$ cat src/msrl_pkg.sv
`default_nettype none
package msrl_pkg;

   localparam int CHANNELS  = 8;
   localparam int CH_IDX_W  = (CHANNELS > 1) ? $clog2(CHANNELS) : 1;

   // magnitude of (difference + half period) needs 33 bits
   localparam int DIV_STEPS = 33;
   localparam int DIV_CNT_W = $clog2(DIV_STEPS);

   localparam logic [7:0] CSR_MAX_STEP    = 8'd0;
   localparam logic [7:0] CSR_WRAP_PERIOD = 8'd1;

   localparam logic [30:0] MAX_STEP_RESET    = 31'd65536;
   localparam logic [30:0] WRAP_PERIOD_RESET = 31'd0;

   typedef enum logic {
      KIND_SAMPLE = 1'b0,
      KIND_PRESET = 1'b1
   } kind_type;

   typedef enum logic [3:0] {
      ST_IDLE,
      ST_DIFF,
      ST_BIAS,
      ST_ABS,
      ST_DIV,
      ST_FIX,
      ST_UNBIAS,
      ST_CLAMP,
      ST_ADD,
      ST_OUT
   } state_type;

   typedef struct packed {
      logic busy;
      logic done;
   } rem_status_type;

endpackage
`default_nettype wire

$ cat src/msrl_rem_unit.sv
`default_nettype none
module msrl_rem_unit
   import msrl_pkg::*;
(
   input  wire logic                 clock,
   input  wire logic                 reset,
   input  wire logic                 start,
   input  wire logic [DIV_STEPS-1:0] dividend,
   input  wire logic [30:0]          divisor,
   output logic      [30:0]          rem,
   output rem_status_type            status
);

   logic                 busy_ff, busy_in;
   logic                 done_ff, done_in;
   logic [DIV_CNT_W-1:0] cnt_ff, cnt_in;
   logic [DIV_STEPS-1:0] num_ff, num_in;
   logic [30:0]          rem_ff, rem_in;

   logic [31:0] shifted;
   logic [31:0] trial;
   logic        fits;

   // one restoring step per cycle: shift in the next dividend bit, subtract if it fits
   assign shifted = {rem_ff, num_ff[DIV_STEPS-1]};
   assign trial   = shifted - {1'b0, divisor};
   assign fits    = shifted >= {1'b0, divisor};

   always_comb begin
      busy_in = busy_ff;
      done_in = 1'b0;
      cnt_in  = cnt_ff;
      num_in  = num_ff;
      rem_in  = rem_ff;
      if (start) begin
         busy_in = 1'b1;
         cnt_in  = '0;
         num_in  = dividend;
         rem_in  = '0;
      end else if (busy_ff) begin
         rem_in = fits ? trial[30:0] : shifted[30:0];
         num_in = {num_ff[DIV_STEPS-2:0], 1'b0};
         cnt_in = cnt_ff + 1'b1;
         if (cnt_ff == DIV_CNT_W'(DIV_STEPS - 1)) begin
            busy_in = 1'b0;
            done_in = 1'b1;
         end
      end
   end

   always_ff @(posedge clock) begin
      if (reset) begin
         busy_ff <= 1'b0;
         done_ff <= 1'b0;
         cnt_ff  <= '0;
      end else begin
         busy_ff <= busy_in;
         done_ff <= done_in;
         cnt_ff  <= cnt_in;
      end
      num_ff <= num_in;
      rem_ff <= rem_in;
   end

   assign rem         = rem_ff;
   assign status.busy = busy_ff;
   assign status.done = done_ff;

endmodule
`default_nettype wire

$ cat src/multichannel_slew_rate_limiter_top.sv
`default_nettype none
// Per-channel slew-rate limiter for signed Q16.16 data. A sample item moves its
// channel's level toward the target by at most max_step, taking the short way
// round a period when wrap_period is nonzero; a preset item loads the level.
// Every item yields one result: the new level, or zero for a channel out of
// range, which leaves the levels unchanged. Items are handled one at a time and
// req_stall is high while one is in work; a wrapped sample also waits on the
// 33-step bit-serial remainder unit that reduces the difference by the period,
// and any item waits while the output register stays full. Results sit in an
// output register, so a new item is taken while one waits.
// Register writes (index 0 max_step, 1 wrap_period) are taken every cycle and
// must be made only while the block is idle.
module multichannel_slew_rate_limiter_top
   import msrl_pkg::*;
(
   input  wire logic               clock,
   input  wire logic               reset,

   input  wire logic               req_valid,
   output logic                    req_stall,
   input  wire logic               req_kind,
   input  wire logic [2:0]         req_channel,
   input  wire logic signed [31:0] req_sample_value,

   output logic                    rsp_valid,
   input  wire logic               rsp_stall,
   output logic [2:0]              rsp_out_channel,
   output logic signed [31:0]      rsp_filtered_value,

   input  wire logic               csr_valid,
   output logic                    csr_ready,
   input  wire logic [7:0]         csr_index,
   input  wire logic [31:0]        csr_data
);

   state_type state_ff, state_in;

   logic [30:0] max_step_ff;
   logic [30:0] wrap_ff;

   logic signed [31:0] level_ff [CHANNELS];

   logic [2:0]         ch_ff, ch_in;
   logic               in_range_ff, in_range_in;
   logic signed [31:0] target_ff, target_in;
   logic signed [31:0] cur_ff, cur_in;
   logic signed [33:0] work_ff, work_in;
   logic               neg_ff, neg_in;
   logic signed [31:0] res_ff, res_in;

   logic               rsp_valid_ff, rsp_valid_in;
   logic [2:0]         rsp_ch_ff;
   logic signed [31:0] rsp_val_ff;
   logic               rsp_load;
   logic               level_we;

   logic                 rem_start;
   logic [DIV_STEPS-1:0] rem_dividend;
   logic [30:0]          rem_val;
   rem_status_type       rem_status;

   logic [CH_IDX_W-1:0] idx;
   logic [29:0]         half;
   logic signed [33:0]  lim_pos;
   logic signed [33:0]  lim_neg;
   logic signed [33:0]  sum;
   logic                req_in_range;

   assign idx          = CH_IDX_W'(ch_ff);
   assign half         = wrap_ff[30:1];
   assign lim_pos      = $signed({3'b000, max_step_ff});
   assign lim_neg      = -lim_pos;
   assign sum          = $signed({{2{cur_ff[31]}}, cur_ff}) + work_ff;
   assign req_in_range = {29'd0, req_channel} < 32'(CHANNELS);

   assign req_stall = state_ff != ST_IDLE;
   assign csr_ready = 1'b1;

   msrl_rem_unit u_rem (
      .clock    (clock),
      .reset    (reset),
      .start    (rem_start),
      .dividend (rem_dividend),
      .divisor  (wrap_ff),
      .rem      (rem_val),
      .status   (rem_status)
   );

   always_comb begin
      state_in     = state_ff;
      ch_in        = ch_ff;
      in_range_in  = in_range_ff;
      target_in    = target_ff;
      cur_in       = cur_ff;
      work_in      = work_ff;
      neg_in       = neg_ff;
      res_in       = res_ff;
      rem_start    = 1'b0;
      rem_dividend = work_ff[DIV_STEPS-1:0];
      rsp_load     = 1'b0;
      level_we     = 1'b0;
      case (state_ff)
         ST_IDLE: begin
            if (req_valid) begin
               ch_in       = req_channel;
               in_range_in = req_in_range;
               target_in   = req_sample_value;
               if (!req_in_range) begin
                  res_in   = '0;
                  state_in = ST_OUT;
               end else if (req_kind == KIND_PRESET) begin
                  res_in   = req_sample_value;
                  state_in = ST_OUT;
               end else begin
                  state_in = ST_DIFF;
               end
            end
         end
         ST_DIFF: begin
            cur_in   = level_ff[idx];
            work_in  = $signed({{2{target_ff[31]}}, target_ff})
                     - $signed({{2{level_ff[idx][31]}}, level_ff[idx]});
            state_in = (wrap_ff != '0) ? ST_BIAS : ST_CLAMP;
         end
         ST_BIAS: begin
            work_in  = work_ff + $signed({4'b0000, half});
            state_in = ST_ABS;
         end
         ST_ABS: begin
            // divide the magnitude, fix the sign of the remainder afterward
            neg_in       = work_ff[33];
            rem_start    = 1'b1;
            rem_dividend = work_ff[33] ? DIV_STEPS'(-work_ff) : work_ff[DIV_STEPS-1:0];
            state_in     = ST_DIV;
         end
         ST_DIV: begin
            if (rem_status.done) begin
               state_in = ST_FIX;
            end
         end
         ST_FIX: begin
            if (neg_ff && rem_val != '0) begin
               work_in = $signed({3'b000, wrap_ff - rem_val});
            end else begin
               work_in = $signed({3'b000, rem_val});
            end
            state_in = ST_UNBIAS;
         end
         ST_UNBIAS: begin
            work_in  = work_ff - $signed({4'b0000, half});
            state_in = ST_CLAMP;
         end
         ST_CLAMP: begin
            if (work_ff > lim_pos) begin
               work_in = lim_pos;
            end else if (work_ff < lim_neg) begin
               work_in = lim_neg;
            end
            state_in = ST_ADD;
         end
         ST_ADD: begin
            if (sum > 34'sd2147483647) begin
               res_in = 32'sh7FFF_FFFF;
            end else if (sum < -34'sd2147483648) begin
               res_in = 32'sh8000_0000;
            end else begin
               res_in = sum[31:0];
            end
            state_in = ST_OUT;
         end
         ST_OUT: begin
            // hold until the output register is free
            if (!rsp_valid_ff || !rsp_stall) begin
               rsp_load = 1'b1;
               level_we = in_range_ff;
               state_in = ST_IDLE;
            end
         end
         default: begin
            state_in = ST_IDLE;
         end
      endcase
   end

   always_comb begin
      rsp_valid_in = rsp_valid_ff;
      if (rsp_load) begin
         rsp_valid_in = 1'b1;
      end else if (!rsp_stall) begin
         rsp_valid_in = 1'b0;
      end
   end

   always_ff @(posedge clock) begin
      if (reset) begin
         state_ff     <= ST_IDLE;
         rsp_valid_ff <= 1'b0;
      end else begin
         state_ff     <= state_in;
         rsp_valid_ff <= rsp_valid_in;
      end
      ch_ff       <= ch_in;
      in_range_ff <= in_range_in;
      target_ff   <= target_in;
      cur_ff      <= cur_in;
      work_ff     <= work_in;
      neg_ff      <= neg_in;
      res_ff      <= res_in;
      if (rsp_load) begin
         rsp_ch_ff  <= ch_ff;
         rsp_val_ff <= res_ff;
      end
   end

   always_ff @(posedge clock) begin
      if (reset) begin
         max_step_ff <= MAX_STEP_RESET;
         wrap_ff     <= WRAP_PERIOD_RESET;
      end else if (csr_valid && csr_ready) begin
         if (csr_index == CSR_MAX_STEP) begin
            max_step_ff <= csr_data[30:0];
         end else if (csr_index == CSR_WRAP_PERIOD) begin
            wrap_ff <= csr_data[30:0];
         end
      end
   end

   always_ff @(posedge clock) begin
      if (reset) begin
         for (int i = 0; i < CHANNELS; i++) begin
            level_ff[i] <= '0;
         end
      end else if (level_we) begin
         level_ff[idx] <= res_ff;
      end
   end

   assign rsp_valid          = rsp_valid_ff;
   assign rsp_out_channel    = rsp_ch_ff;
   assign rsp_filtered_value = rsp_val_ff;

   a_rem_busy_in_div : assert property (@(posedge clock) disable iff (reset)
      rem_status.busy |-> state_ff == ST_DIV)
      else $error("remainder unit busy outside divide step");

   a_accept_leaves_idle : assert property (@(posedge clock) disable iff (reset)
      (req_valid && !req_stall) |=> state_ff != ST_IDLE)
      else $error("accepted item did not start");

   a_rsp_from_out : assert property (@(posedge clock) disable iff (reset)
      $rose(rsp_valid) |-> $past(state_ff) == ST_OUT)
      else $error("result raised outside output step");

   a_done_leaves_div : assert property (@(posedge clock) disable iff (reset)
      (state_ff == ST_DIV && rem_status.done) |=> state_ff == ST_FIX)
      else $error("remainder done not taken");

endmodule
`default_nettype wire
$ cat config.mk
export PLATFORM = sky130hd
export DESIGN_NAME = multichannel_slew_rate_limiter_top
export DESIGN_NICKNAME = d
export VERILOG_FILES = /design/src/msrl_pkg.sv /design/src/msrl_rem_unit.sv /design/src/multichannel_slew_rate_limiter_top.sv
export SDC_FILE = /design/constraint.sdc
export NUM_CORES = 1
export LEC_CHECK = 0
export BUFFER_PORTS_ARGS = -buffer_cell sky130_fd_sc_hd__buf_2
export CAP_MARGIN = 20
export CORE_ASPECT_RATIO = 1.1
export CORE_UTILIZATION = 63
export CTS_BUF_LIST = sky130_fd_sc_hd__clkbuf_16
export DETAILED_ROUTE_END_ITERATION = 16
export PLACE_DENSITY = 0.81
export SETUP_SLACK_MARGIN = 0.3
export SLEW_MARGIN = 20
export SYNTH_ARGS = -nofsm -noshare
export SYNTH_HDL_FRONTEND = slang
export SYNTH_HIERARCHICAL = 1
export SYNTH_SLANG_ARGS = --single-unit
$ cat constraint.sdc
create_clock -name clock -period 14.89 [get_ports clock]
set_clock_uncertainty 0.2 [all_clocks]
set_input_delay 2.978 -clock clock [delete_from_list [all_inputs] [get_ports clock]]
set_output_delay 2.978 -clock clock [all_outputs]
set_load 0.02 [all_outputs]
# --- Yosys cells after proc, flatten, opt, wreduce, memory -nomap -nowiden ---
# Memory sizes are Yosys's and may differ from the RTL's. A register that Yosys moved wholly into a read port is not among the register bits.
# Index checks and enable logic that the tools add are counted.
classes:
  n_bitwise: 2
  n_reduce_logical: 21
  n_eq_ne: 17
  n_addsub: 9
  mux: 38
  magnitude_cmp: 5
op_table:
  columns: ["op", "n"]
  rows:
  - ["case mux 34 bit (5 select lines)", 1]
  - ["two-way mux 32 bit", 5]
  - ["two-way mux 33 bit", 4]
  - ["two-way mux 34 bit", 2]
  - ["case mux 32 bit (2 select lines)", 1]
  - ["two-way mux 31 bit", 2]
  - ["nonzero test 31 bit", 2]
  - ["subtractor 31 bit", 2]
  - ["case mux 4 bit (10 select lines)", 1]
  - ["adder 32 x 34 -> 34 bit", 1]
  - ["adder 34 x 31 -> 34 bit", 1]
  - ["> comparator 34 x 32 -> 1 bit", 1]
  - ["> comparator 34 x 32 -> 1 bit, second input constant", 1]
  - ["less-than comparator 34 x 32 -> 1 bit, second input constant", 1]
  - ["less-than comparator 34 bit", 1]
  - ["negation 31 -> 34 bit", 1]
  - ["subtractor 34 x 31 -> 34 bit", 1]
  - ["negation 33 bit", 1]
  - ["subtractor 32 x 32 -> 33 bit", 1]
  - ["greater-or-equal comparator 32 x 31 -> 1 bit", 1]
  - ["OR reduction 32 bit", 1]
  - ["== test 4 x 3 -> 1 bit, second input constant", 4]
  - ["two-way mux 4 bit", 4]
  - ["two-way mux 1 bit", 15]
  - ["23 further kinds", 37]
word_totals:
  memories: 1
  mem_bits_rw: 256
  elab_cells: 110
  out_inout_bits: 38
  input_bits: 81
  regBits: 308
memory_table:
  columns: ["memory", "depth", "word_bits", "read_ports", "rd_clocked_by_memory_dff", "write_ports", "line_no", "text"]
  rows:
  - ["level_ff", 8, 32, 1, 1, 8, "multichannel_slew_rate_limiter_top.sv:41", "logic signed [31:0] level_ff [CHANNELS];"]

# --- Longest topological paths before layout ---
# Gate-level depths: netlist of run 1.
depth:
  depth_word: 9
  depth_mapped: 20
  depth_no_buf: 19

# --- Modules after synthesis ---
# Netlist of run 1, hierarchy kept.
modules_own_cells:
  columns: ["mod", "instances", "area_per_inst_um2", "seq_area_each_um2", "cells_per_inst"]
  rows:
  - ["multichannel_slew_rate_limiter_top", 1, 30827.1, 14163.6, 2901]
  - ["msrl_rem_unit", 1, 5004.8, 1771.7, 550]

# --- Least setup slack after synthesis of run 1 ---
# Ideal clock, no wire load.
synth_path:
  path_kind: "reg2reg"
  startpoint: "register max_step_ff[2]"
  endpoint: "register work_ff[0], enable pin"
  period_less_slack_ps: 5794
  path_stages_with_launch: 19
  t_arrival_ps: 5153
  setup_ps: 441
  required_ps: 14249
  path_slack_ps: 9096
  path_cell_list: "dfxtp_1 buf_6 or3_4 or4_1 buf_2 nor3_4 nand4_2 or3_1 xnor2_1 ha_1 a21oi_1 nor2b_1 o21ai_0 nand2b_1 a21oi_1 nor2b_1 o21ai_0 nand4_1 o221ai_1"
synth_between:
  elab_chain_len: 4
  elab_cells_between_ends: 5
  classes_between: "add/sub: 1; order compare: 2; eq/ne: 1; reduce/logical: 1"
synth_rtl:
  columns: ["item", "line_no", "text"]
  rows:
  - ["start, declared", "multichannel_slew_rate_limiter_top.sv:38", "logic [30:0] max_step_ff;"]
  - ["start signal, assigned", "multichannel_slew_rate_limiter_top.sv:221", "max_step_ff <= csr_data[30:0];"]
  - ["negation 31 -> 34 bit", "multichannel_slew_rate_limiter_top.sv:72", "assign lim_neg = -lim_pos;"]
  - ["less-than comparator 34 bit", "multichannel_slew_rate_limiter_top.sv:156", "end else if (work_ff < lim_neg) begin"]
  - ["inequality test 3 bit (no line) *", null, null]
  - ["AND reduction 2 bit (no line) *", null, null]
  - ["end signal, assigned", "multichannel_slew_rate_limiter_top.sv:206", "work_ff <= work_in;"]
  - ["end, declared", "multichannel_slew_rate_limiter_top.sv:47", "logic signed [33:0] work_ff, work_in;"]
# Mark *: on every way between the ends. The rest lies on a longest branch, timed or not.
# A chain may end at the register's enable or synchronous reset.

==> metrics.txt, run 1 <==
outcome completed; placed insts 4198; Final Util 69.47%; Internal 4.627 mW; R2R setup slack 8.94 ns; final non-filler cell total 4305; Die Y 252.1 µm; placed cell area 37080 µm²; Antenna diodes 0; Hold Path Cell Cnt 2; hold path startpoint max_step_ff[21]$_SDFFE_PP0P_; first-pass detailed-route iteration total 5; reg2reg end work_ff[33]$_DFFE_PP_; wirelength, routed 102200 µm; P_leak 15.11 nW; Post-Syn Nets 3764; Pins Over Slew Limit 0; Worst-Margin Slew 1.120 ns; first-pass GRT wire length 155300 µm; Mapped Avg Cell Area 10.38 µm²; die area 57820 µm²; setup tns final 0 ns; Power Dens Cells 209.7 nW/µm²; layout cells sized above 1 11.68%; Net Sw Frac 43.42%; nets@finish 3827; Antenna Nets Post-Route 0; site row count 91; via-per-instance ratio 6.436; half-perimeter wire length after placement 72770 µm; I/O Buffers 116; crit path time final 5.955 ns; I/O Pins 119; CP Data Arrival Time 6.10 ns; Bufs on Longest Clock Path 3; grt total ovfl 0; global placement routability congestion 0.9830; clk sinks 567; Fmax 167.9 MHz; routed length per instance 23.73 µm; Final Cycle Share 39.99%; clock share of power 18.0%; DRT iter0 DRCs 2740; Tot GR Track Use 34.93%; crit start category flop; post-cts gate resize count 0; Synth warnings 6; crit path max fanout 15; largest net degree at the start of global routing 70; total of max-cap violations 0; WS Path Type flop to flop; Cells after Synth 3450; worst vdd ir 0.1507 mV; initial antenna violation count 2; die outline width 229.4 µm; CTS Buf Count 56; routed vias 27710; CTS root buf clkbuf_16; post-CTS setup buffers 0; Final Hold Viols 0; NetSw 3.551 mW; Clock transition at path regs 0.08 ns; CTS tree done; type of the most critical hold path flop to flop; final setup violation count 0; DRC Markers 0; # hold bufs at CTS 0; Starting Density 63.82%; max_slew headroom 25.35%; Skew-Pair Late Insertion Delay 0.64 ns; H-tree depth 2; Core ar. 56130 µm²; layout overhead on the synthesized area 8.850%; Syn Std Cell Area 35820 µm²; RSZ-0062 raised after global routing false; Seq pwr share 29.8%; Final Cell Area 38990 µm²; reg2reg path depth 15; Hold Crit Endpoint max_step_ff[21]$_SDFFE_PP0P_; number of global-route vias before repair 27840; CP Capture Type flop; Gate power share 52.2%; CP required 15.03 ns
[power groups by stage]
| stage | logic (mW) | registers (mW) | clock network (mW) |
|---|---|---|---|
| 3_3_place_gp | 4.03 | 2.44 | 0 |
| 5_1_grt | 4.64 | 2.46 | 1.53 |
| 4_1_cts | 4.19 | 2.42 | 1.47 |
| 3_5_place_dp | 4.13 | 2.45 | 0 |
| 2_1_floorplan | 3.13 | 2.30 | 0 |
| 6_report | 4.27 | 2.44 | 1.47 |
[through the flow]
stage          worst slack [ns]  power, mW  hold WS, ns
4_1_cts                   8.415      8.084       0.2639
5_1_grt                   8.706      8.633       0.2866
6_report                  8.935      8.178       0.2678
3_3_place_gp              8.552      6.469       0.2459
3_5_place_dp              8.457      6.584       0.2524
2_1_floorplan             9.096      5.432       0.2363
[layout make-up]
| cell class | instances | area (µm²) |
|---|---|---|
| inverters | 164 | 615.6 |
| clock buffers | 57 | 1426 |
| clock inverters | 49 | 457.9 |
| well taps | 744 | 930.9 |
| repair buffers | 158 | 915.9 |
| flip-flops and latches | 567 | 15940 |
| multi-input cells | 2566 | 18710 |
| fillers | 4035 | 17140 |
[routing by layer]
| metal | wire length (µm) | track usage [%] |
|---|---|---|
| met5 | 0 | 0 |
| met4 | 3959 | 15.12 |
| met3 | 7378 | 3.588 |
| met2 | 51340 | 62.12 |
| met1 | 39490 | 43.18 |
[flip-flops by register name, indices dropped and copies added, names as in the netlist, 32 cells and up, named ones only]
signal / flops
res_ff: 32
u_rem/num_ff: 33
cur_ff: 32
target_ff: 32
level_ff: 256
work_ff: 34
rsp_filtered_value: 32
[critical path, cell delays in order (launching register included)]
cell and delay (ns):
dfxtp_4 0.53, buf_4 0.38, mux4_2 0.55, mux2_2 0.33, ha_1 0.23, fa_1 0.40, nand2b_1 0.18, a21oi_1 0.32
o211ai_1 0.22, o41ai_1 0.70, a31o_2 0.30, a41oi_1 0.25, o31ai_1 0.48, a211oi_1 0.13, o21ai_0 0.29, o211ai_1 0.15
[cell usage in the layout, fill, tap and decap left out, types with 49 or more instances in the layout]
cell / instances
nor3_1: 49
a21oi_1: 244
clkbuf_16: 57
mux2i_1: 49
and2_1: 269
nand3_1: 69
o21ai_0: 153
nand2_1: 341
buf_2: 116
xnor2_1: 166
dfxtp_1: 106
nor2_1: 142
mux4_2: 64
a21o_1: 75
inv_1: 176
xor2_1: 86
ha_1: 228
edfxtp_1: 458
[worst max path at each step]
stage,endpoint,depth (start not counted),slack [ns]
2_1_floorplan,work_ff[0]$_DFFE_PP_,18,9.10
3_3_place_gp,work_ff[33]$_DFFE_PP_,15,8.55
3_5_place_dp,work_ff[33]$_DFFE_PP_,15,8.46
4_1_cts,work_ff[33]$_DFFE_PP_,15,8.41
5_1_grt,work_ff[33]$_DFFE_PP_,15,8.71
6_report,work_ff[33]$_DFFE_PP_,15,8.94
Note: power is estimated with default switching activity, not from simulation.
==> run 2: changes to the inputs <==
clock period = 6.2 ns   (was 14.89 ns; I/O delays follow)
==> run 2 against run 1 <==
  * First-iteration DRC count increased by 5.9%
  * Hold slack got worse by 0.0033 ns
  * Setup slack got worse by 8.4 ns
  * Critical path depth decreased by 1
  * Die area unchanged
  * Sequential power increased by 140%
  * Cell area increased by 0.64%
  * Non-clock buffer count increased by 8
  * Sequential cell count unchanged
  * Routed wire length increased by 0.58%
  * Global-route usage increased by 0.26 points
  * Clock-buffer cell count increased by 6
  * Critical path type unchanged
  * Highest routed layer unchanged
==> metrics.txt, run 2 (synthesis results as in run 1) <==
max_slew headroom 28.11% (was 25.35%); die area 57820 µm² (unchanged); RSZ-0062 raised after global routing false (unchanged); P_leak 15.22 nW (was 15.11 nW); met2 usage 61.46% (was 62.12%); max reg flops 256 (unchanged); CTS tree done (unchanged); crit path max fanout 18 (was 15); CTS Buf Count 58 (was 56); DRC Markers 0 (unchanged); Largest regs level_ff (256), work_ff (34), u_rem/num_ff (33) (unchanged); clk sinks 567 (unchanged); I/O Buffers 116 (unchanged); post-CTS setup buffers 0 (unchanged); Hold Path Cell Cnt 2 (unchanged); Clock transition at path regs 0.06 ns (was 0.08 ns); R2R setup slack 0.50 ns (was 8.94 ns); hold path startpoint max_step_ff[21]$_SDFFE_PP0P_ (unchanged); first-pass GRT wire length 156400 µm (was 155300 µm); Power Dens Cells 508.4 nW/µm² (was 209.7 nW/µm²); first-pass detailed-route iteration total 8 (was 5); routed vias 28040 (was 27710); final setup violation count 0 (unchanged); commonest non-fill, non-tap cell in the layout edfxtp_1 (unchanged); met3 Use GR 3.509% (was 3.588%); Final Hold Viols 0 (unchanged); reg2reg path depth 14 (was 15); CP Capture Type flop (unchanged); Reg with most FFs level_ff (unchanged); Hold Crit Endpoint max_step_ff[21]$_SDFFE_PP0P_ (unchanged); Skew-Pair Late Insertion Delay 0.64 ns (about the same); H-tree depth 2 (unchanged); Die Y 252.1 µm (unchanged); DRT iter0 DRCs 2901 (was 2740); WS Path Type flop to flop (unchanged); layout cells sized above 1 12.15% (was 11.68%); # hold bufs at CTS 0 (unchanged); nets@finish 3837 (was 3827); total of max-cap violations 0 (unchanged); half-perimeter wire length after placement 73230 µm (was 72770 µm); initial antenna violation count 2 (unchanged); site row count 91 (unchanged); most used routing layer met2 (unchanged); Antenna Nets Post-Route 0 (unchanged); via-per-instance ratio 6.495 (was 6.436); Bufs on Longest Clock Path 3 (unchanged); Antenna diodes 0 (unchanged); Fmax 175.3 MHz (was 167.9 MHz); worst vdd ir 0.2971 mV (was 0.1507 mV); CP Data Arrival Time 5.86 ns (was 6.10 ns); M1 GR Usage 44.26% (was 43.18%); crit path time final 5.703 ns (was 5.955 ns); I/O Pins 119 (unchanged); Pins Over Slew Limit 0 (unchanged); die outline width 229.4 µm (unchanged); type of the most critical hold path flop to flop (unchanged); reg2reg end work_ff[33]$_DFFE_PP_ (unchanged); Final Util 69.92% (was 69.47%); Core ar. 56130 µm² (unchanged); Power, Total 19.95 mW (was 8.178 mW); post-cts gate resize count 0 (unchanged); setup tns final 0 ns (unchanged); outcome completed (unchanged); number of global-route vias before repair 27760 (was 27840); grt total ovfl 0 (unchanged); layout overhead on the synthesized area 9.552% (was 8.850%); Tot GR Track Use 35.19% (was 34.93%); CP required 6.36 ns (was 15.03 ns); Starting Density 63.82% (unchanged); commonest non-fill, non-tap cells in the layout 458 x edfxtp_1, 341 x nand2_1, 269 x and2_1, 244 x a21oi_1, 228 x ha_1 (unchanged); routed length per instance 23.80 µm (was 23.73 µm); CTS root buf clkbuf_16 (unchanged); Worst-Margin Slew 1.078 ns (was 1.120 ns); crit start category flop (unchanged); wirelength, routed 102800 µm (was 102200 µm); global placement routability congestion 0.9712 (was 0.9830); largest net degree at the start of global routing 71 (was 70); Final Cycle Share 91.99% (was 39.99%)
-- run 2: cell types whose count changed in the layout (fill, tap and decap cells not counted), sizes merged --
cell and change:
buf +8, bufinv +2, clkbuf +6, clkinvlp +3
inv -7
-- run 2: cell type report --
cell class                      count  area, µm²
Clock buffer                       63       1577
Clock inverter                     47      520.5
Fill cell                        4031      16890
Inverter                          164      615.6
Multi-Input combinational cell   2566      18710
Sequential cell                   567      15940
Tap cell                          744      930.9
Timing Repair Buffer              166      955.9
-- run 2: worst max-delay path by stage --
stage | from | to | slack [ns] | cells past startpoint
2_1_floorplan | max_step_ff[2]$_SDFFE_PP0P_ | work_ff[0]$_DFFE_PP_ | 0.41 | 18
5_1_grt | flop | work_ff[33]$_DFFE_PP_ | 0.34 | 14
3_3_place_gp | flop | work_ff[33]$_DFFE_PP_ | 0.63 | 14
3_5_place_dp | flop | work_ff[33]$_DFFE_PP_ | 0.55 | 14
6_report | flop | work_ff[33]$_DFFE_PP_ | 0.50 | 14
4_1_cts | flop | work_ff[33]$_DFFE_PP_ | 0.53 | 14
-- run 2: through the flow --
step | hold WS [ns] | cells | instance area [µm²] | setup slack, ns
after CTS | 0.2661 | 4317 | 39250 | 0.5328
final | 0.2645 | 4317 | 39250 | 0.4968
after detailed placement | 0.2503 | 4207 | 37150 | 0.5515
after floorplan | 0.2363 | 3450 | 35820 | 0.4062
after global routing | 0.2848 | 4317 | 39250 | 0.3402
after global placement | 0.2459 | 4207 | 37150 | 0.6268
-- run 2: power by group --
part           total (mW)  switching, mW  internal (mW)
logic                10.3           6.15           4.12
clock network        3.81           1.58           2.22
registers            5.87          0.844           5.03
total                20.0           8.58           11.4
-- run 2: per-layer routing --
| metal | vias to the layer above | share of wire [%] |
|---|---|---|
| li1 | 12830 | - |
| met5 | - | 0 |
| met1 | 13590 | 39 |
| met4 | 0 | 4.5 |
| met3 | 257 | 7.4 |
| met2 | 1362 | 50 |
-- run 2: critical path, stage by stage, from the launching register on --
cell and delay (ns):
dfxtp_4 0.58, mux4_2 0.55, mux2_2 0.31, ha_1 0.22, fa_1 0.40, nand2b_1 0.17
a21oi_1 0.31, o211ai_1 0.21, o41ai_1 0.66, a31o_2 0.30, a41oi_1 0.26, o31ai_1 0.49
a211oi_1 0.12, o21ai_0 0.44, o211ai_1 0.16
